$ cat src/sv/assert_macros.svh
// Assertion macros used by the top RTL file of the code converter.
`ifndef ASSERT_MACROS_SVH
`define ASSERT_MACROS_SVH

// Property must hold at every clock edge outside reset.
`define CCC_ASSERT(label, clk, rstn, prop, msg) \
    label: assert property (@(posedge clk) disable iff (!(rstn)) (prop)) else $error(msg);

// Expression must never be true outside reset.
`define CCC_NEVER(label, clk, rstn, expr, msg) \
    label: assert property (@(posedge clk) disable iff (!(rstn)) !(expr)) else $error(msg);

`endif

$ cat src/sv/ccc_pkg.sv
// Types and constants shared by the character code converter modules.
package ccc_pkg;

    localparam logic [15:0] MISSING_RESET = 16'hfffd;
    localparam int          BYTE_DEPTH    = 256;
    localparam logic [15:0] WIDE_BASE     = 16'h0100;

    localparam int          CFG_IDX_W  = 3;
    localparam int          CFG_DATA_W = 16;
    localparam logic [2:0]  CFG_LEAD_LOW   = 3'd0;
    localparam logic [2:0]  CFG_LEAD_HIGH  = 3'd1;
    localparam logic [2:0]  CFG_TRAIL_LOW  = 3'd2;
    localparam logic [2:0]  CFG_TRAIL_HIGH = 3'd3;
    localparam logic [2:0]  CFG_MISSING    = 3'd4;

    // queue depth must be a power of two
    localparam int QUEUE_DEPTH = 2;
    localparam int QPTR_W      = 1;
    localparam int QCNT_W      = 2;

    typedef enum logic [1:0] {
        TAG_B8   = 2'd0,
        TAG_WIDE = 2'd1,
        TAG_ERR  = 2'd2
    } tag_t;

    typedef enum logic [2:0] {
        CMD_CONVERT = 3'd0,
        CMD_WR_BYTE = 3'd1,
        CMD_WR_WIDE = 3'd2,
        CMD_ADD_OVR = 3'd3,
        CMD_CLR_OVR = 3'd4
    } cmd_t;

    typedef enum logic [1:0] {
        ST_OK    = 2'd0,
        ST_FULL  = 2'd1,
        ST_RANGE = 2'd2
    } status_t;

    typedef enum logic [2:0] {
        OP_PASS      = 3'd0,
        OP_LOOK_BYTE = 3'd1,
        OP_LOOK_WIDE = 3'd2,
        OP_WR_BYTE   = 3'd3,
        OP_WR_WIDE   = 3'd4
    } op_t;

    typedef struct packed {
        logic [7:0]  lead_low;
        logic [7:0]  lead_high;
        logic [7:0]  trail_low;
        logic [7:0]  trail_high;
        logic [15:0] missing_marker;
    } cfg_t;

    typedef struct packed {
        tag_t        out_type;
        logic [15:0] out_value;
        status_t     status;
    } result_t;

    typedef struct packed {
        op_t         op;
        logic [15:0] index;
        logic [15:0] data;
        result_t     res;
    } back_op_t;

    // tag code 3 counts as error
    function automatic tag_t norm_tag(input logic [1:0] t);
        norm_tag = (t > 2'(TAG_ERR)) ? TAG_ERR : tag_t'(t);
    endfunction

endpackage

$ cat src/sv/ccc_queue.sv
// Small register queue between the front and back parts.
module ccc_queue (
    input  logic               aclk,
    input  logic               aresetn,
    input  logic               push_valid,
    output logic               push_ready,
    input  ccc_pkg::back_op_t  push_data,
    output logic               pop_valid,
    input  logic               pop_ready,
    output ccc_pkg::back_op_t  pop_data
);

    ccc_pkg::back_op_t                 entry_reg [ccc_pkg::QUEUE_DEPTH];
    logic [ccc_pkg::QPTR_W-1:0]        wr_ptr_reg, rd_ptr_reg;
    logic [ccc_pkg::QCNT_W-1:0]        cnt_reg, cnt_next;
    logic                              push, pop;

    assign push_ready = (cnt_reg != ccc_pkg::QCNT_W'(ccc_pkg::QUEUE_DEPTH));
    assign pop_valid  = (cnt_reg != '0);
    assign push       = push_valid && push_ready;
    assign pop        = pop_valid && pop_ready;
    assign pop_data   = entry_reg[rd_ptr_reg];

    always_comb begin
        cnt_next = cnt_reg;
        if (push && !pop) begin
            cnt_next = cnt_reg + 1'b1;
        end else if (pop && !push) begin
            cnt_next = cnt_reg - 1'b1;
        end
    end

    always_ff @(posedge aclk) begin
        if (!aresetn) begin
            wr_ptr_reg <= '0;
            rd_ptr_reg <= '0;
            cnt_reg    <= '0;
        end else begin
            cnt_reg <= cnt_next;
            if (push) begin
                wr_ptr_reg <= wr_ptr_reg + 1'b1;
            end
            if (pop) begin
                rd_ptr_reg <= rd_ptr_reg + 1'b1;
            end
        end
    end

    always_ff @(posedge aclk) begin
        if (push) begin
            entry_reg[wr_ptr_reg] <= push_data;
        end
    end

endmodule

$ cat config.mk
export PLATFORM = sky130hd
export DESIGN_NAME = ccc_queue
export DESIGN_NICKNAME = d
export VERILOG_FILES = /design/src/sv/assert_macros.svh /design/src/sv/ccc_pkg.sv /design/src/sv/ccc_queue.sv
export SDC_FILE = /design/constraint.sdc
export NUM_CORES = 1
export LEC_CHECK = 0
export BUFFER_PORTS_ARGS = -buffer_cell sky130_fd_sc_hd__buf_2
export CAP_MARGIN = 25
export CORE_ASPECT_RATIO = 1.4
export CORE_MARGIN = 1.5
export CORE_UTILIZATION = 35
export CTS_CLUSTER_DIAMETER = 200
export DETAILED_ROUTE_END_ITERATION = 7
export SLEW_MARGIN = 0
export SYNTH_ARGS = -nofsm -noshare
export SYNTH_HDL_FRONTEND = slang
export SYNTH_SLANG_ARGS = --single-unit
$ cat constraint.sdc
create_clock -name aclk -period 3.1 [get_ports aclk]
set_clock_uncertainty 0.05 [all_clocks]
set_input_delay 0.155 -clock aclk [delete_from_list [all_inputs] [get_ports aclk]]
set_output_delay 0.155 -clock aclk [all_outputs]
set_load 0.1 [all_outputs]
Word level (Yosys, flattened, before mapping)
Memories as Yosys holds them, arrays and structs flattened. A register that Yosys moved wholly into a read port is not among the register bits.
Cells that the tools add are included.
{ "totals": {"memories": 1, "word_cells": 23, "ram_bits": 110, "reg_bits": 4, "inputBits": 59, "output_inout_bits": 57} }
{ "op_classes": {"n_eq_ne": 1, "reduce_logical": 8, "n_mux": 6, "add_sub_neg": 4} }
{ "memory_table": {"columns": ["memory", "depth", "width", "read_ports", "rd_clocked_by_memory_dff", "write_ports", "line", "rtl"], "rows": [
  ["entry_reg", 2, 55, 1, 1, 1, "ccc_queue.sv:13", "ccc_pkg::back_op_t entry_reg [ccc_pkg::QUEUE_DEPTH];"]
]} }
{ "op_table": {"columns": ["operator", "n"], "rows": [
  ["1-bit logical AND", 4],
  ["1-bit two-way mux", 4],
  ["2-bit two-way mux", 2],
  ["2-bit nonzero test", 2],
  ["1-bit adder, second input constant", 2],
  ["2-bit by 1-bit adder with 2-bit output, second input constant", 1],
  ["1-bit zero test", 2],
  ["2-bit inequality test, second input constant", 1],
  ["2-bit by 1-bit subtractor with 2-bit output, second input constant", 1]
]} }

Depth between registers and ports, before layout
Gate-level depths: netlist of run 1.
{ "depth": {"depth_word": 6, "depth_mapped": 6, "depth_no_buf": 6} }

Worst setup path before layout of run 1
No wires, ideal clock.
{ "synth_path": {"path_type": "register to register", "startpoint": "register cnt_reg[0] (netlist name)", "endpoint": "memory entry_reg[1][0] (netlist name), enable pin", "setup_time_ns": 0.419, "required_ns": 2.631, "path_stages_with_launch": 3, "path_buffers": 0, "t_arrival_ns": 2.155, "period_less_slack_ns": 2.624, "slack_ns": 0.476, "path_cell_list": "dfxtp_1 nand2b_4 and3_1"} }
{ "synth_between": {"elab_chain_cells": 4} }
{ "synth_rtl": {"columns": ["element", "line", "rtl"], "rows": [
  ["start, declared", "ccc_queue.sv:15", "logic [ccc_pkg::QCNT_W-1:0] cnt_reg, cnt_next;"],
  ["start signal, assigned", "ccc_queue.sv:39", "cnt_reg <= cnt_next;"],
  ["2-bit inequality test", "ccc_queue.sv:18", "assign push_ready = (cnt_reg != ccc_pkg::QCNT_W'(ccc_pkg::QUEUE_DEPTH));"],
  ["net push_ready", "ccc_queue.sv:6", "output logic push_ready,"],
  ["1-bit logical AND", "ccc_queue.sv:20", "assign push = push_valid && push_ready;"],
  ["1-bit two-way mux", "ccc_queue.sv:50", "if (push) begin"],
  ["1-bit two-way mux (implied by the code)", "ccc_queue.sv:51", "entry_reg[wr_ptr_reg] <= push_data;"],
  ["end, declared", "ccc_queue.sv:13", null]
]} }
The timed path passes the listed nets, and every way through them passes these cells.

==> flow_summary.toml, run 1 <==
[global_routing]
grt_max_degree = 44
grt_pass1_wl_mm = 12.3
grt_pass1_vias = 2595
overflow = 0
antenna_found_initial = 0
grt_usage_pct = 13.2

[synth]
syn_area_sq_um = 4210
synth_fa_ha_area_share_pct = 0.297
yosysSeqAreaShare_pct = 80.9
synth-simple-area-share_pct = 1.55
synth_area_leaders = "edfxtp_1, mux2_2, dfxtp_1"
ys_seq_elements = 115
synth_top_area_share_pct = 78.5
yosysWarnings = 0
synthMuxAreaShare_pct = 14.7
synthCells = 195
yosysTopAreaCell = "edfxtp_1"
synth_top_family_by_area = "multiplexers"
synth_xor_area_share_pct = 0.624
synth_compound_area_share_pct = 0.833
synth_fp_nets = 255
syn_area_per_cell_sq_um = 21.6
synth.distinct_cells = 20

[layout]
final_nets = 443
largest_register_ffs = 110
final_common_cell = "buf_2"
final_cell_mix = "buf_2, edfxtp_1, dlygate4sd3_1"
flow.area_growth_from_synthesis_pct = 45.9
antennaDiodeCount = 0
drive_above_1_share_pct = 52.3

[timing]
setup_violations = 0
period_minus_slack_ps = 1960
setup_tns_ps = 0
hold_viol = 0
slew-limit-headroom_pct = 57.3
final_max_slew_viol_count = 0
fin_ws_ps = 1140
fmax_ghz = 0.509
worst_pin_slew_ps = 641
fin_crit_sh_pct = 63.4
rsz0062_at_grt = "no"

[job]
maxCapViolCount = 0

[floorplan]
start_util_pct = 35.8
die_area_sq_um = 12700
rows = 47
die_y_um = 133
dieWidth_um = 95.7
core_sq_um = 11800
io_pins = 116

[setup_path]
cp_max_fo = 27
critPathArrivalTime_ps = 1760
cp-end-kind = "primary output"
required_ps = 2890
setup.worst_path.start_class = "register"
crit_type = "register to primary output"

[placed_design]
place_congestion = 0.696
place_ws_ps = 1180
dp_hpwl_mm = 4.92
portBuffers = 115

[route]
drc = 0
routed_wl_mm = 7.89
drt_iter0_markers = 78
num_vias = 2408
vias_per_cell = 4.43
wl_per_cell_um = 14.5
first_pass_iters = 5
ant_nets = 0

[clocking]
numCtsBuffers = 17
cts_resized = 0
clkTransAtPathRegs_ps = 50
clockBufferDepth = 2
cts_setup_buffers = 0
cts_tree = "done"
hold_buffers = 56
h-tree-depth = 4
root_buffer = "clkbuf_16"
cts_num_sinks = 115
clock_latency_ps = 390

[hold_path]
hold_path.class = "input pin to register"

[pwr]
cellLeakagePower_nw = 2.34
irDropWorstVdd_v = 0.000558
power.density_nw_per_um2 = 1090

[outcome]
status = "finished clean"
==> final timing paths <==
| check | startpoint | to | slack (ps) | depth (start not counted) |
|---|---|---|---|---|
| max reg2reg | cnt_reg[0]$_SDFFE_PN0P_ | entry_reg[1][42]$_DFFE_PP_ | 1220 | 3 |
| min reg2reg | cnt_reg[1]$_SDFFE_PN0P_ | cnt_reg[1]$_SDFFE_PN0P_ | 500 | 2 |
| max | register | pop_data[17] | 1140 | 3 |
| min | push_valid | wr_ptr_reg$_SDFFE_PN0P_ | 80 | 3 |
==> logic make-up (layout without fill, tap and decap cells) <==
kind of cell             Yosys count  count (layout)
AO/OA/AOI/OAI                      5               5
flip-flops                       115             115
multiplexers                      55              55
XOR/XNOR                           3               3
adder cells (fa/ha/maj)            1               1
buffers and inverters              7             208
AND/OR/NAND/NOR                    9               9
==> worst max-delay path: stages (launching register included) <==
cell     delay, ps
dfxtp_2        320
buf_4          340
mux2_2         400
buf_2          300
==> metrics by stage <==
| step | cells | util [%] | area [sq um] | total power, W | hold slack (ps) |
|---|---|---|---|---|---|
| 4_1_cts | 543 | 52.2 | 6140 | 0.00674 | 53.9 |
| 3_3_place_gp | 455 | 42.4 | 4980 | 0.00471 | 294 |
| 2_1_floorplan | 195 | - | 4210 | 0.00434 | 204 |
| 3_5_place_dp | 455 | 42.4 | 4980 | 0.00472 | 297 |
| 6_report | 543 | 52.2 | 6140 | 0.00666 | 76.3 |
| 5_1_grt | 543 | 52.2 | 6140 | 0.00690 | 72.4 |
==> where the power goes <==
group / switching (W) / internal (W)
clock: 0.000613 / 0.00133
sequential: 0.0000532 / 0.00195
combinational: 0.00218 / 0.000547
total: 0.00284 / 0.00382
==> synth_stat cells (all sizes together) <==
cell type  number
inv             1
or3             1
nand3b          1
nand2b          1
edfxtp        110
and2            4
a21boi          2
ha              1
xor2            1
mux2           55
or2             1
dfxtp           5
and3            1
xnor2           2
a21bo           1
buf             6
o21ai           2
==> cell type report <==
class	count	area, sq um
inverters	1	3.75
clock inverters	13	165
multi-input cells	73	759
clock buffers	19	433
repair buffers	175	1190
flip-flops and latches	115	3400
well taps	147	184
fillers	993	5620
==> per-layer routing <==
metal | global-route usage, % | part of all wire [%] | up-vias
li1 | - | - | 1146
met1 | 12.4 | 37 | 1188
met2 | 24.5 | 57 | 65
met3 | 5.23 | 4.1 | 9
met4 | 5.39 | 1.7 | 0
met5 | 0 | 0 | -
Power figures use the tool's default switching activity.
==> inputs of run 2 (changes only) <==
==> constraint.sdc (replaced) <==
create_clock -name aclk -period 2.05 [get_ports aclk]
set_clock_uncertainty 0.05 [all_clocks]
set_input_delay 0.1025 -clock aclk [delete_from_list [all_inputs] [get_ports aclk]]
set_output_delay 0.1025 -clock aclk [all_outputs]
set_load 0.1 [all_outputs]
==> flow_summary.toml, run 2 (synthesis results as in run 1) <==
[route]
wl_per_cell_um = 14.4
drt_iter0_markers = 87
num_vias = 2421
ant_nets = 0
drc = 0
first_pass_iters = 4
vias_per_cell = 4.43
routed_wl_mm = 7.86

[pwr]
irDropWorstVdd_v = 0.000978
totalPowerFinal_w = 0.0103
power.density_nw_per_um2 = 1650
cellLeakagePower_nw = 2.37

[setup_path]
crit_type = "register to primary output"
cp_num_cells = 3
r2r-start = "cnt_reg[0]$_SDFFE_PN0P_"
crit_family = "buffers and inverters"
r2r_cells = 4
setup.worst_path.start_class = "register"
crit_buf_inv = 2
crit_slowest_cell = "dfxtp_2"
r2r_end = "entry_reg[0][8]$_DFFE_PP_"
r2r_slack_ps = 420
path_cells = "buf_12 -> mux2_2 -> buf_2"
cp-endpoint = "pop_data[6]"
slowest_delay_ps = 370
required_ps = 1900
cp-end-kind = "primary output"
cp_max_fo = 32
critPathArrivalTime_ps = 1670

[layout]
largest_register_ffs = 110
final_cell_mix = "buf_2, edfxtp_1, dlygate4sd3_1"
flow.area_growth_from_synthesis_pct = 48.6
drive_above_1_share_pct = 53.6
final_nets = 446
final_common_cell = "buf_2"

[clocking]
numCtsBuffers = 17
clock_latency_ps = 400
root_buffer = "clkbuf_16"
cts_num_sinks = 115
hold_buffers = 57
cts_tree = "done"
clkTransAtPathRegs_ps = 50
clockBufferDepth = 2
h-tree-depth = 4
cts_resized = 0
cts_setup_buffers = 0

[global_routing]
grt_use_met3_pct = 5.40
grt-busiest-layer = "met2"
use_met1_pct = 13.5
grt_pass1_vias = 2631
grt_usage_pct = 13.7
grt_pass1_wl_mm = 12.5
antenna_found_initial = 1
overflow = 0
grt_max_degree = 33
use_met2_pct = 23.6

[timing]
rsz0062_at_grt = "no"
fin_crit_sh_pct = 89.0
final_max_slew_viol_count = 0
fmax_ghz = 0.548
period_minus_slack_ps = 1820
worst_pin_slew_ps = 512
slew-limit-headroom_pct = 66.1
fin_ws_ps = 226
hold_viol = 0
setup_violations = 0

[placed_design]
portBuffers = 115
place_ws_ps = 387
place_congestion = 0.680
dp_hpwl_mm = 4.93

[hold_path]
worstHoldStart = "pop_ready"
hold_path.class = "input pin to register"

[job]
maxCapViolCount = 0

[floorplan]
die_y_um = 133
core_sq_um = 11800
rows = 47
start_util_pct = 35.8
io_pins = 116
dieWidth_um = 95.7
die_area_sq_um = 12700

[outcome]
status = "finished clean"
==> run 2: changes by cell type in the layout (fill, tap and decap cells not counted) <==
cell | before | now
clkinv_2 | 5 | 4
clkinv_1 | 3 | 1
clkinvlp_4 | 0 | 4
diode_2 | 0 | 1
inv_2 | 1 | 0
clkbuf_1 | 2 | 0
buf_12 | 2 | 5
dfxtp_1 | 4 | 3
dfxtp_2 | 1 | 2
bufinv_16 | 4 | 5
buf_4 | 2 | 1
dlygate4sd3_1 | 56 | 57
clkinv_4 | 1 | 2
==> run 2: layout make-up <==
cell class	count	area, sq um
diodes	1	2.50
clock buffers	17	425
clock inverters	15	214
fillers	1005	5510
inverters	1	7.51
multi-input cells	73	759
flip-flops and latches	115	3410
well taps	147	184
repair buffers	178	1250
==> run 2: how the worst min path moves through the flow <==
| stage | to | slack (ps) | depth (start not counted) |
|---|---|---|---|
| final | register | 110 | 4 |
| after CTS | register | 90 | 4 |
| after detailed placement | entry_reg[1][36]$_DFFE_PP_ | 240 | 1 |
| after global routing | rd_ptr_reg$_SDFFE_PN0P_ | 170 | 4 |
| after floorplan | entry_reg[0][0]$_DFFE_PP_ | 150 | 0 |
| after global placement | entry_reg[0][0]$_DFFE_PP_ | 240 | 1 |
==> run 2: stage by stage <==
| step | util (%) | hold slack, ps | TNS, ps | instance area [sq um] | std cells |
|---|---|---|---|---|---|
| final | 53.2 | 110 | 0 | 6250 | 547 |
| after global placement | 42.9 | 240 | 0 | 5040 | 457 |
| after floorplan | - | 151 | -2400 | 4210 | 195 |
| after detailed placement | 42.9 | 244 | 0 | 5040 | 457 |
| after global routing | 53.2 | 167 | 0 | 6250 | 547 |
| after CTS | 53.1 | 91.2 | 0 | 6250 | 546 |
==> run 2: worst reg2reg max path, cell delays in order (launching register included) <==
cell,delay [ps]
dfxtp_2,340
nand2b_4,160
nand3b_1,150
clkinvlp_4,360
buf_12,310
==> run 2: per-layer routing <==
layer,wire (um),vias to the layer above
met2,4390,80
li1,-,1158
met3,419,14
met4,175,0
met5,0,-
met1,2870,1169
==> run 2: where the power goes <==
part	internal (W)	switching, W
clock	0.00214	0.000985
combinational	0.000887	0.00329
sequential	0.00294	0.0000909
