===== src/sv/assert_macros.svh =====
// Assertion macros used by the top RTL file of the code converter.
`ifndef ASSERT_MACROS_SVH
`define ASSERT_MACROS_SVH

// Property must hold at every clock edge outside reset.
`define CCC_ASSERT(label, clk, rstn, prop, msg) \
    label: assert property (@(posedge clk) disable iff (!(rstn)) (prop)) else $error(msg);

// Expression must never be true outside reset.
`define CCC_NEVER(label, clk, rstn, expr, msg) \
    label: assert property (@(posedge clk) disable iff (!(rstn)) !(expr)) else $error(msg);

`endif


===== src/sv/ccc_pkg.sv =====
// Types and constants shared by the character code converter modules.
package ccc_pkg;

    localparam logic [15:0] MISSING_RESET = 16'hfffd;
    localparam int          BYTE_DEPTH    = 256;
    localparam logic [15:0] WIDE_BASE     = 16'h0100;

    localparam int          CFG_IDX_W  = 3;
    localparam int          CFG_DATA_W = 16;
    localparam logic [2:0]  CFG_LEAD_LOW   = 3'd0;
    localparam logic [2:0]  CFG_LEAD_HIGH  = 3'd1;
    localparam logic [2:0]  CFG_TRAIL_LOW  = 3'd2;
    localparam logic [2:0]  CFG_TRAIL_HIGH = 3'd3;
    localparam logic [2:0]  CFG_MISSING    = 3'd4;

    // queue depth must be a power of two
    localparam int QUEUE_DEPTH = 2;
    localparam int QPTR_W      = 1;
    localparam int QCNT_W      = 2;

    typedef enum logic [1:0] {
        TAG_B8   = 2'd0,
        TAG_WIDE = 2'd1,
        TAG_ERR  = 2'd2
    } tag_t;

    typedef enum logic [2:0] {
        CMD_CONVERT = 3'd0,
        CMD_WR_BYTE = 3'd1,
        CMD_WR_WIDE = 3'd2,
        CMD_ADD_OVR = 3'd3,
        CMD_CLR_OVR = 3'd4
    } cmd_t;

    typedef enum logic [1:0] {
        ST_OK    = 2'd0,
        ST_FULL  = 2'd1,
        ST_RANGE = 2'd2
    } status_t;

    typedef enum logic [2:0] {
        OP_PASS      = 3'd0,
        OP_LOOK_BYTE = 3'd1,
        OP_LOOK_WIDE = 3'd2,
        OP_WR_BYTE   = 3'd3,
        OP_WR_WIDE   = 3'd4
    } op_t;

    typedef struct packed {
        logic [7:0]  lead_low;
        logic [7:0]  lead_high;
        logic [7:0]  trail_low;
        logic [7:0]  trail_high;
        logic [15:0] missing_marker;
    } cfg_t;

    typedef struct packed {
        tag_t        out_type;
        logic [15:0] out_value;
        status_t     status;
    } result_t;

    typedef struct packed {
        op_t         op;
        logic [15:0] index;
        logic [15:0] data;
        result_t     res;
    } back_op_t;

    // tag code 3 counts as error
    function automatic tag_t norm_tag(input logic [1:0] t);
        norm_tag = (t > 2'(TAG_ERR)) ? TAG_ERR : tag_t'(t);
    endfunction

endpackage


===== src/sv/ccc_front.sv =====
// Front part: accepts items, searches overrides, checks ranges, builds back ops.
module ccc_front #(
    parameter int MAX_OVERRIDES = 16,
    parameter int MAX_ROWS      = 128,
    parameter int MAX_COLS      = 256
) (
    input  logic               aclk,
    input  logic               aresetn,
    input  logic               en,
    input  ccc_pkg::cfg_t      cfg,
    input  logic               s_tvalid,
    output logic               s_tready,
    input  logic [2:0]         command,
    input  logic [1:0]         in_type,
    input  logic [15:0]        in_value,
    input  logic               wide_only,
    input  logic [1:0]         map_type,
    input  logic [15:0]        map_value,
    output logic               q_push_valid,
    input  logic               q_push_ready,
    output ccc_pkg::back_op_t  q_push_data
);

    localparam int CNT_W  = $clog2(MAX_OVERRIDES + 1);
    localparam int OIDX_W = (MAX_OVERRIDES > 1) ? $clog2(MAX_OVERRIDES) : 1;

    logic [17:0]        src_reg [MAX_OVERRIDES];
    logic [17:0]        tgt_reg [MAX_OVERRIDES];
    logic [CNT_W-1:0]   cnt_reg, cnt_next;

    ccc_pkg::tag_t      tag, mtag;
    logic [17:0]        key;
    logic               hit;
    logic [17:0]        hit_tgt;
    logic [7:0]         lead, trail, row, col;
    logic               in_rng;
    logic [15:0]        wide_idx;
    logic               accept, ovr_add, ovr_clr;
    ccc_pkg::back_op_t  op;
    ccc_pkg::result_t   err_res;

    assign s_tready     = en && q_push_ready;
    assign accept       = s_tvalid && s_tready;
    assign q_push_valid = accept;
    assign q_push_data  = op;

    assign tag     = ccc_pkg::norm_tag(in_type);
    assign mtag    = ccc_pkg::norm_tag(map_type);
    assign key     = {tag, in_value};
    assign err_res = '{out_type: ccc_pkg::TAG_ERR, out_value: 16'd0, status: ccc_pkg::ST_OK};

    // earliest match wins
    always_comb begin
        hit     = 1'b0;
        hit_tgt = '0;
        for (int i = MAX_OVERRIDES - 1; i >= 0; i--) begin
            if ((CNT_W'(i) < cnt_reg) && (src_reg[i] == key)) begin
                hit     = 1'b1;
                hit_tgt = tgt_reg[i];
            end
        end
    end

    assign lead     = in_value[15:8];
    assign trail    = in_value[7:0];
    assign row      = lead - cfg.lead_low;
    assign col      = trail - cfg.trail_low;
    assign in_rng   = (lead >= cfg.lead_low) && (lead <= cfg.lead_high)
                   && (trail >= cfg.trail_low) && (trail <= cfg.trail_high)
                   && ({1'b0, row} < 9'(MAX_ROWS)) && ({1'b0, col} < 9'(MAX_COLS));
    assign wide_idx = 16'(row) * 16'(MAX_COLS) + 16'(col);

    always_comb begin
        op      = '{op: ccc_pkg::OP_PASS, index: in_value, data: map_value,
                    res: '{out_type: ccc_pkg::TAG_B8, out_value: 16'd0,
                           status: ccc_pkg::ST_OK}};
        ovr_add = 1'b0;
        ovr_clr = 1'b0;
        unique case (command)
            ccc_pkg::CMD_CONVERT: begin
                if (hit) begin
                    op.res = '{out_type: ccc_pkg::tag_t'(hit_tgt[17:16]),
                               out_value: hit_tgt[15:0], status: ccc_pkg::ST_OK};
                end else if (tag == ccc_pkg::TAG_B8 && !wide_only) begin
                    if (lead != 8'd0) begin
                        op.res = err_res;
                    end else begin
                        op.op = ccc_pkg::OP_LOOK_BYTE;
                    end
                end else if (tag == ccc_pkg::TAG_WIDE) begin
                    if (in_rng) begin
                        op.op    = ccc_pkg::OP_LOOK_WIDE;
                        op.index = wide_idx;
                    end else begin
                        op.res = err_res;
                    end
                end else begin
                    op.res = err_res;
                end
            end
            ccc_pkg::CMD_WR_BYTE: begin
                if (lead != 8'd0) begin
                    op.res.status = ccc_pkg::ST_RANGE;
                end else begin
                    op.op = ccc_pkg::OP_WR_BYTE;
                end
            end
            ccc_pkg::CMD_WR_WIDE: begin
                if (in_rng) begin
                    op.op    = ccc_pkg::OP_WR_WIDE;
                    op.index = wide_idx;
                end else begin
                    op.res.status = ccc_pkg::ST_RANGE;
                end
            end
            ccc_pkg::CMD_ADD_OVR: begin
                if (cnt_reg == CNT_W'(MAX_OVERRIDES)) begin
                    op.res.status = ccc_pkg::ST_FULL;
                end else begin
                    ovr_add = 1'b1;
                end
            end
            ccc_pkg::CMD_CLR_OVR: begin
                ovr_clr = 1'b1;
            end
            default: begin
            end
        endcase
    end

    always_comb begin
        cnt_next = cnt_reg;
        if (accept && ovr_clr) begin
            cnt_next = '0;
        end else if (accept && ovr_add) begin
            cnt_next = cnt_reg + 1'b1;
        end
    end

    always_ff @(posedge aclk) begin
        if (!aresetn) begin
            cnt_reg <= '0;
        end else begin
            cnt_reg <= cnt_next;
        end
    end

    always_ff @(posedge aclk) begin
        if (accept && ovr_add) begin
            src_reg[cnt_reg[OIDX_W-1:0]] <= key;
            tgt_reg[cnt_reg[OIDX_W-1:0]] <= {mtag, map_value};
        end
    end

endmodule


===== config.mk =====
export PLATFORM = sky130hd
export DESIGN_NAME = ccc_front
export DESIGN_NICKNAME = d
export VERILOG_FILES = /design/src/sv/assert_macros.svh /design/src/sv/ccc_pkg.sv /design/src/sv/ccc_front.sv
export SDC_FILE = /design/constraint.sdc
export NUM_CORES = 1
export LEC_CHECK = 0
export BUFFER_PORTS_ARGS = -buffer_cell sky130_fd_sc_hd__buf_2
export CORE_AREA = 2 2 222 224
export CTS_BUF_LIST = sky130_fd_sc_hd__clkbuf_16
export DETAILED_ROUTE_END_ITERATION = 8
export DIE_AREA = 0 0 224 226
export GPL_TIMING_DRIVEN = 1
export PLACE_DENSITY = 0.72
export SETUP_SLACK_MARGIN = 0.5
export SLEW_MARGIN = 20
export SYNTH_ARGS = -nofsm -noshare
export SYNTH_HDL_FRONTEND = slang
export SYNTH_SLANG_ARGS = --single-unit

===== constraint.sdc =====
create_clock -name aclk -period 5.9 [get_ports aclk]
set_input_delay 0.295 -clock aclk [delete_from_list [all_inputs] [get_ports aclk]]
set_output_delay 0.295 -clock aclk [all_outputs]
set_load 0.005 [all_outputs]

## After elaboration in Yosys (flattened, before gate mapping)

Memory sizes are Yosys's and may differ from the RTL's.
Cells that the tools add are included.
Widths: inputs -> output; s select.

| operators by class | value |
|---|---|
| multiplexer cells | 59 |
| $lt $le $gt $ge | 23 |
| equality and inequality tests | 22 |
| reductions and logical operators | 30 |
| bitwise logic cells | 1 |
| add/sub/neg operators | 4 |

Operators by type and width:

| kind | count |
|---|---|
| $mux 18 | 19 |
| $eq 18x18->1 | 16 |
| $mux 20 | 5 |
| $lt 4x5->1 const A | 8 |
| $mux 19 | 2 |
| $pmux 16 s2 | 1 |
| $logic_and 1x1->1 | 25 |
| $mux 1 | 23 |
| $lt 3x5->1 const A | 4 |
| $add 16x8->16 | 1 |
| $ge 8x8->1 | 2 |
| $le 8x8->1 | 2 |
| $mux 16 | 1 |
| $sub 8x8->8 | 2 |
| $lt 1x5->1 const A | 2 |
| $lt 2x5->1 const A | 2 |
| $mux 2 | 5 |
| $pmux 3 s3 | 1 |
| $lt 8x8->1 const B | 1 |
| $pmux 2 s4 | 1 |
| $reduce_bool 8->1 | 1 |
| $eq 3x2->1 const B | 2 |
| $add 5x1->5 const B | 1 |
| $eq 5x5->1 const B | 1 |
| 10 further kinds | 11 |

| storage, ports and cells | value |
|---|---|
| memories kept | 2 |
| bits in writable memories | 576 |
| register bits | 5 |

Memories:

| memory | depth | bits a word | rd ports | clocked after Yosys merged registers in | wr ports | line | source |
|---|---|---|---|---|---|---|---|
| src_reg | 16 | 18 | 16 | 0 | 1 | ccc_front.sv:27 | `logic [17:0] src_reg [MAX_OVERRIDES];` |
| tgt_reg | 16 | 18 | 16 | 0 | 1 | ccc_front.sv:28 | `logic [17:0] tgt_reg [MAX_OVERRIDES];` |

## Longest topological paths before layout

Gate-level depths: netlist (run 1).

| depth | value |
|---|---|
| depth after elaboration | 22 |
| mapped depth | 15 |

## Least setup slack after synthesis (run 1)

No wires, ideal clock.

| path | value |
|---|---|
| path kind | reg-to-reg |
| from | register cnt_reg[2] |
| to | memory src_reg[3][0], enable pin |
| data arrival time | 4.312 ns |
| stages on the path, launching flop included | 7 |
| data required time | 5.426 ns |
| path slack | 1.114 ns |
| clock period less this slack | 4.786 ns |
| path through | dfxtp_1 -> buf_2 -> buf_1 -> nor2_1 -> a311oi_1 -> nand2_1 -> nor3_1 |

| between the ends | value |
|---|---|
| longest elaborated chain between the ends | 6 |

RTL lines:

| element | line | source |
|---|---|---|
| from (decl) | ccc_front.sv:29 | `logic [CNT_W-1:0] cnt_reg, cnt_next;` |
| from (signal assigned) | ccc_front.sv:144 | `cnt_reg <= cnt_next;` |
| $eq 5x5->1 | ccc_front.sv:117 | `if (cnt_reg == CNT_W'(MAX_OVERRIDES)) begin` |
| $mux 1 | ccc_front.sv:117 |  |
| $mux 1 | ccc_front.sv:79 | `unique case (command)` |
| $logic_and 1x1->1 | ccc_front.sv:149 | `if (accept && ovr_add) begin` |
| $mux 1 | ccc_front.sv:149 |  |
| $mux 1 (not written as such) | ccc_front.sv:150 | `src_reg[cnt_reg[OIDX_W-1:0]] <= key;` |
| to (decl) | ccc_front.sv:27 |  |

Parallel ways exist; a longest one is shown, timed or not.

==> flow_metrics.py, run 1 <==
metrics = {
    "critical_path": {
        "start_kind": "flip-flop",
        "ff2ff_setup_slack_ns": 2.21,
        "end_kind": "output port",
        "crit_fanout": 29,
        "endpoint": "q_push_data[19]",
        "r2r_end": "tgt_reg[10][8]",
        "rr_worst_depth": 5,
        "critical_path_required_ns": 5.61,
        "crit_arrival_ns": 4.90,
        "worst_r2r_startpoint": "cnt_reg[1]",
        "critPathKind": "flip-flop to output port",
        "timing.critical_path.from": "cnt_reg[2]",
    },
    "clock_tree": {
        "clockBufferDepth": 3,
        "cts_root_buffer": "clkbuf_16",
        "cts.clk_slew.worst_paths_ns": 0.06,
        "cts_buffers": 56,
        "cts_tree": "done",
        "h-tree-depth": 2,
        "cts_setup_buffers": 0,
        "clock_latency_ns": 0.61,
        "clock-sinks": 581,
    },
    "floorplan": {
        "die_area_sq_mm": 0.05062,
        "die_y_microns": 226,
        "core-area_sq_mm": 0.04834,
        "initial_core_util_pct": 54.19,
        "pin_count": 150,
        "fp.dieW_microns": 224,
        "rows": 81,
    },
    "sta": {
        "clock_skew_ns": 0.01672,
        "setup_viol": 0,
        "max_freq_mhz": 192.4,
        "finalMaxSlewViolations": 0,
        "hold_violations": 0,
        "tightest_slew_ns": 1.084,
        "period_minus_slack_ns": 5.198,
        "rsz0062_at_grt": "no",
        "hold_slack_ns": 0.09872,
        "fin_crit_sh_pct": 88.10,
        "maxSlewHeadroom_pct": 27.17,
        "setup_tns_ns": 0,
    },
    "synthesis": {
        "synth.largest_area_cell": "edfxtp_1",
        "syn-cell-area_sq_mm": 0.02620,
        "synth_top_area_share_pct": 66.02,
        "avgSynthCellArea_sq_um": 14.00,
        "synthArstFlopShare_pct": 0,
        "ys_ff_latch": 581,
        "synth_cell_types": 78,
        "synthMostInstantiatedCell": "edfxtp_1",
        "syn-num-nets": 2002,
        "synth_edf_count": 576,
        "syn_inst": 1871,
        "synth_common_cells": "576 x edfxtp_1, 164 x xnor2_1, 128 x xor2_1, 114 x nand2_1, 87 x nand3_1",
        "ys.flop_type": "edfxtp_1",
        "ys_top_cells_by_area": "edfxtp_1 66%, xnor2_1 5.5%, xor2_1 4.3%, ha_1 1.7%, nand3_1 1.7%",
        "ys_warn_count": 0,
        "seq_area_frac_synth_pct": 66.41,
    },
    "global_route": {
        "grt_antenna_before_repair": 0,
        "grt_pass1_wl_microns": 95330,
        "gr-total-overflow": 0,
        "grt_pass1_vias": 16319,
        "grt_usage_pct": 24.93,
        "grt_max_degree": 42,
    },
    "detailed_routing": {
        "drtPass1Iterations": 5,
        "antenna_left": 0,
        "vias": 16271,
        "post_drt_wl_per_cell_microns": 23.40,
        "viasPerCell": 6.058,
        "wl_microns": 62860,
        "drtIter0Drc": 1659,
        "route.detailed.drc": 0,
    },
    "place": {
        "hpwl_microns": 40910,
        "placed_area_sq_mm": 0.02774,
        "io_buffers": 133,
        "place_congestion": 0.8083,
    },
    "cells_and_area": {
        "area_delta_synth_final_pct": 13.28,
        "postLayoutCoreUtil_pct": 61.39,
        "drive_gt1_share_pct": 16.62,
        "num_antenna_cells": 0,
        "fin_area_sq_mm": 0.02968,
        "fin_nets": 2152,
    },
    "power": {
        "power_density_mw_per_mm2": 278.1,
        "p_total_mw": 8.252,
        "ir_drop_v": 0.0002446,
        "leakagePower_nw": 10.11,
    },
    "job": {
        "maxCapViolCount": 0,
    },
    "outcome": {
        "status": "finished, final reports clean",
    },
    "hold_path": {
        "worst_hold_path_type": "primary input to flip-flop",
    },
}
-- per-layer routing --
layer  GRT usage (%)  routed length, microns  up-vias
li1                -                       -     7426
met5               0                       0        -
met2           43.32                   31600      579
met1           32.43                   26210     8157
met3           2.823                    3094      109
met4           9.312                    1954        0
-- worst min path at each step --
stage	from	to	slack, ns	cells past startpoint
finish	map_value[0]	tgt_reg[4][0]	0.1	1
global route	map_value[5]	tgt_reg[0][5]	0.1	1
CTS	map_value[3]	tgt_reg[0][3]	0.07	1
detailed placement	cnt_reg[4]	cnt_reg[4]	0.67	2
global placement	cnt_reg[4]	cnt_reg[4]	0.67	2
floorplan	in_value[0]	src_reg[0][0]	0.39	0
-- layout by cell type, fill, tap and decap left out, types with 37 or more instances in the layout --
| master | synthesis | final |
|---|---|---|
| edfxtp_1 | 576 | 576 |
| nand4_1 | 45 | 45 |
| buf_2 | 27 | 133 |
| xor2_1 | 128 | 128 |
| o21ai_0 | 44 | 44 |
| nor4_1 | 40 | 37 |
| a21oi_1 | 42 | 42 |
| xnor2_1 | 164 | 164 |
| nor2_1 | 67 | 52 |
| nand3_1 | 87 | 87 |
| clkbuf_16 | 0 | 57 |
| nand2_1 | 114 | 114 |
| inv_1 | 46 | 59 |
| buf_4 | 35 | 67 |
-- worst max-delay path: stages (launching register included) --
cell,delay (ns)
dfxtp_1,0.56
a211oi_1,0.59
nor4_1,0.13
nand4_1,0.54
nor2_2,0.16
buf_4,0.28
a2111oi_0,0.72
o311ai_0,0.30
o311ai_0,0.49
a31oi_1,0.29
buf_2,0.20
-- stage by stage --
step | worst slack, ns | instances
final | 0.7023 | 2686
after global placement | 1.105 | 2574
after CTS | 0.6597 | 2676
after detailed placement | 1.042 | 2575
after floorplan | 1.114 | 1871
after global routing | 0.6127 | 2686
-- cell type report --
cell class	count	area [sq um]
clock buffers	57	1426
repair buffers	212	1484
well taps	622	778.2
inverters	47	176.4
multi-input cells	1123	8177
fillers	3588	18670
flip-flops and latches	581	17400
clock inverters	44	237.7
-- cells by family after synthesis --
| kind of cell | after synthesis | synth area share, % |
|---|---|---|
| mux | 34 | 1.461 |
| simple gates | 483 | 9.404 |
| fa+ha+maj | 38 | 1.872 |
| compound gates | 275 | 7.876 |
| flops | 581 | 66.41 |
| xor+xnor | 293 | 9.824 |
| buf+inv | 167 | 3.157 |
-- where the power goes --
part,total (mW),internal [mW],switching [mW]
Sequential,4.54,4.54,0.000815
Clock,3.29,1.82,1.47
Combinational,0.427,0.157,0.269
Total,8.25,6.51,1.74
-- timing repair --
action / in CTS / in global routing
resized for setup: 0 / 2
hold buffers: 0 / 0
endpoints found under the setup margin: 0 / 1
(Power assumes the default switching activity.)
==> run 2, diff against run 1 <==
Settings changed: RECOVER_POWER set to 25.
==> flow_metrics.py, run 2 (synthesis results as in run 1) <==
metrics = {
    "global_route": {
        "use_met3_pct": 2.823,
        "grt_max_degree": 42,
        "grt-busiest-layer": "met2",
        "grt_pass1_wl_microns": 95330,
        "grtUsageMet2_pct": 43.32,
        "grt_pass1_vias": 16319,
        "met1_usage_pct": 32.43,
        "gr-total-overflow": 0,
        "grt_usage_pct": 24.93,
        "grt_antenna_before_repair": 0,
    },
    "power": {
        "p_total_mw": 8.250,
        "switching_share_pct": 21.06,
        "p_seq_share_pct": 55.0,
        "leakagePower_nw": 10.04,
        "power_density_mw_per_mm2": 278.3,
        "ir_drop_v": 0.0002452,
        "p_clk_share_pct": 39.9,
        "net-switching-power_mw": 1.737,
        "p_comb_share_pct": 5.1,
        "p_int_mw": 6.513,
    },
    "sta": {
        "maxSlewHeadroom_pct": 21.88,
        "hold_violations": 0,
        "fin_crit_sh_pct": 86.67,
        "setup_tns_ns": 0,
        "clock_skew_ns": 0.01928,
        "setup_viol": 0,
        "finalMaxSlewViolations": 0,
        "max_freq_mhz": 195.6,
        "period_minus_slack_ns": 5.114,
        "tightest_slew_ns": 1.172,
        "hold_slack_ns": 0.1685,
        "rsz0062_at_grt": "no",
    },
    "detailed_routing": {
        "antenna_left": 0,
        "post_drt_wl_per_cell_microns": 23.34,
        "route.detailed.drc": 0,
        "viasPerCell": 6.045,
        "vias": 16238,
        "drtPass1Iterations": 5,
        "wl_microns": 62690,
        "drtIter0Drc": 1609,
    },
    "clock_tree": {
        "cts_root_buffer": "clkbuf_16",
        "cts_resized": 0,
        "clock_latency_ns": 0.61,
        "cts_tree": "done",
        "h-tree-depth": 2,
        "clockBufferDepth": 3,
        "clock-sinks": 581,
        "cts.clk_slew.worst_paths_ns": 0.06,
        "hold_buffers": 0,
        "cts_buffers": 56,
        "cts_setup_buffers": 0,
    },
    "critical_path": {
        "crit_fanout": 29,
        "slowest_delay_ns": 0.72,
        "start_kind": "flip-flop",
        "end_kind": "output port",
        "critical_path_required_ns": 5.61,
        "timing.critical_path.from": "cnt_reg[2]",
        "timing.critical_path.mode_cell": "o311ai_0",
        "cp_slowest_cell": "a2111oi_0",
        "crit_arrival_ns": 4.82,
        "critPathKind": "flip-flop to output port",
        "cp_cell_sequence": "a211oi_1 > nor4_1 > nand4_1 > nor2_2 > buf_4 > a2111oi_0 > o311ai_0 > o311ai_0 > a31oi_1 > buf_2",
        "worst_r2r_startpoint": "cnt_reg[1]",
    },
    "job": {
        "maxCapViolCount": 0,
    },
    "cells_and_area": {
        "drive_gt1_share_pct": 15.50,
        "area_delta_synth_final_pct": 13.17,
        "final_common_cell": "edfxtp_1",
        "num_antenna_cells": 0,
        "fin_nets": 2152,
        "fillerInstances": 3595,
        "mostFrequentLayoutCells": "576 x edfxtp_1, 164 x xnor2_1, 128 x xor2_1",
        "postLayoutCoreUtil_pct": 61.33,
    },
    "outcome": {
        "status": "finished, final reports clean",
    },
    "floorplan": {
        "rows": 81,
        "initial_core_util_pct": 54.19,
        "core-area_sq_mm": 0.04834,
        "pin_count": 150,
        "die_y_microns": 226,
        "die_area_sq_mm": 0.05062,
        "fp.dieW_microns": 224,
    },
    "place": {
        "hpwl_microns": 40910,
        "place_congestion": 0.8083,
        "io_buffers": 133,
    },
    "hold_path": {
        "hold_path.startpoint": "aresetn",
        "worst_hold_path_type": "primary input to flip-flop",
    },
}
[run 2: cell count changes in the layout (fill, tap and decap cells not counted)]
| cell | change |
|---|---|
| clkbuf_1 | +23 |
| buf_2 | -23 |
[run 2: path summary, 6_finish.rpt]
| kind | end | slack (ns) | cells past startpoint |
|---|---|---|---|
| hold reg to reg | cnt_reg[4] | 0.70 | 2 |
| setup / recovery | q_push_data[19] | 0.79 | 10 |
| setup reg to reg | tgt_reg[10][8] | 2.22 | 5 |
| hold / removal | cnt_reg[4] | 0.17 | 3 |
[run 2: area by class of cell]
cell class                 count  area, sq um  share of cell area [%]
sequential                   581        17400                   58.68
multi-input combinational   1123         8177                   27.58
timing repair buffer         212         1455                   4.908
clock buffer                  57         1426                   4.811
tap                          622        778.2                   2.625
clock inverter                44        237.7                  0.8019
inverter                      47        176.4                  0.5951
[run 2: per-stage QoR]
step,area [sq um],setup WS (ns),instances
final,29650,0.7862,2686
after global routing,29650,0.6124,2686
after CTS,29400,0.6597,2676
after detailed placement,27740,1.042,2575
after global placement,27710,1.105,2574
after floorplan,26200,1.114,1871
[run 2: worst max-delay path: cells and delay by family (launching register included)]
kind            cells  cell delay [ns]
compound gates      5             2.34
simple gates        3             0.81
flops               1             0.56
buf+inv             2             0.48
[run 2: power by group through the flow]
stage               Sequential, mW  Clock [mW]  Combinational, mW
finish                        4.54        3.29              0.424
global placement              4.62           0              0.412
detailed placement            4.62           0              0.426
global route                  4.53        3.49              0.463
CTS                           4.54        3.34              0.429
floorplan                     4.63           0              0.247
[run 2: layer usage]
| metal | routed length [microns] | share of wire (%) |
|---|---|---|
| met3 | 3131 | 5.0 |
| met5 | 0 | 0 |
| met4 | 2072 | 3.3 |
| met1 | 25980 | 41 |
| met2 | 31500 | 50 |
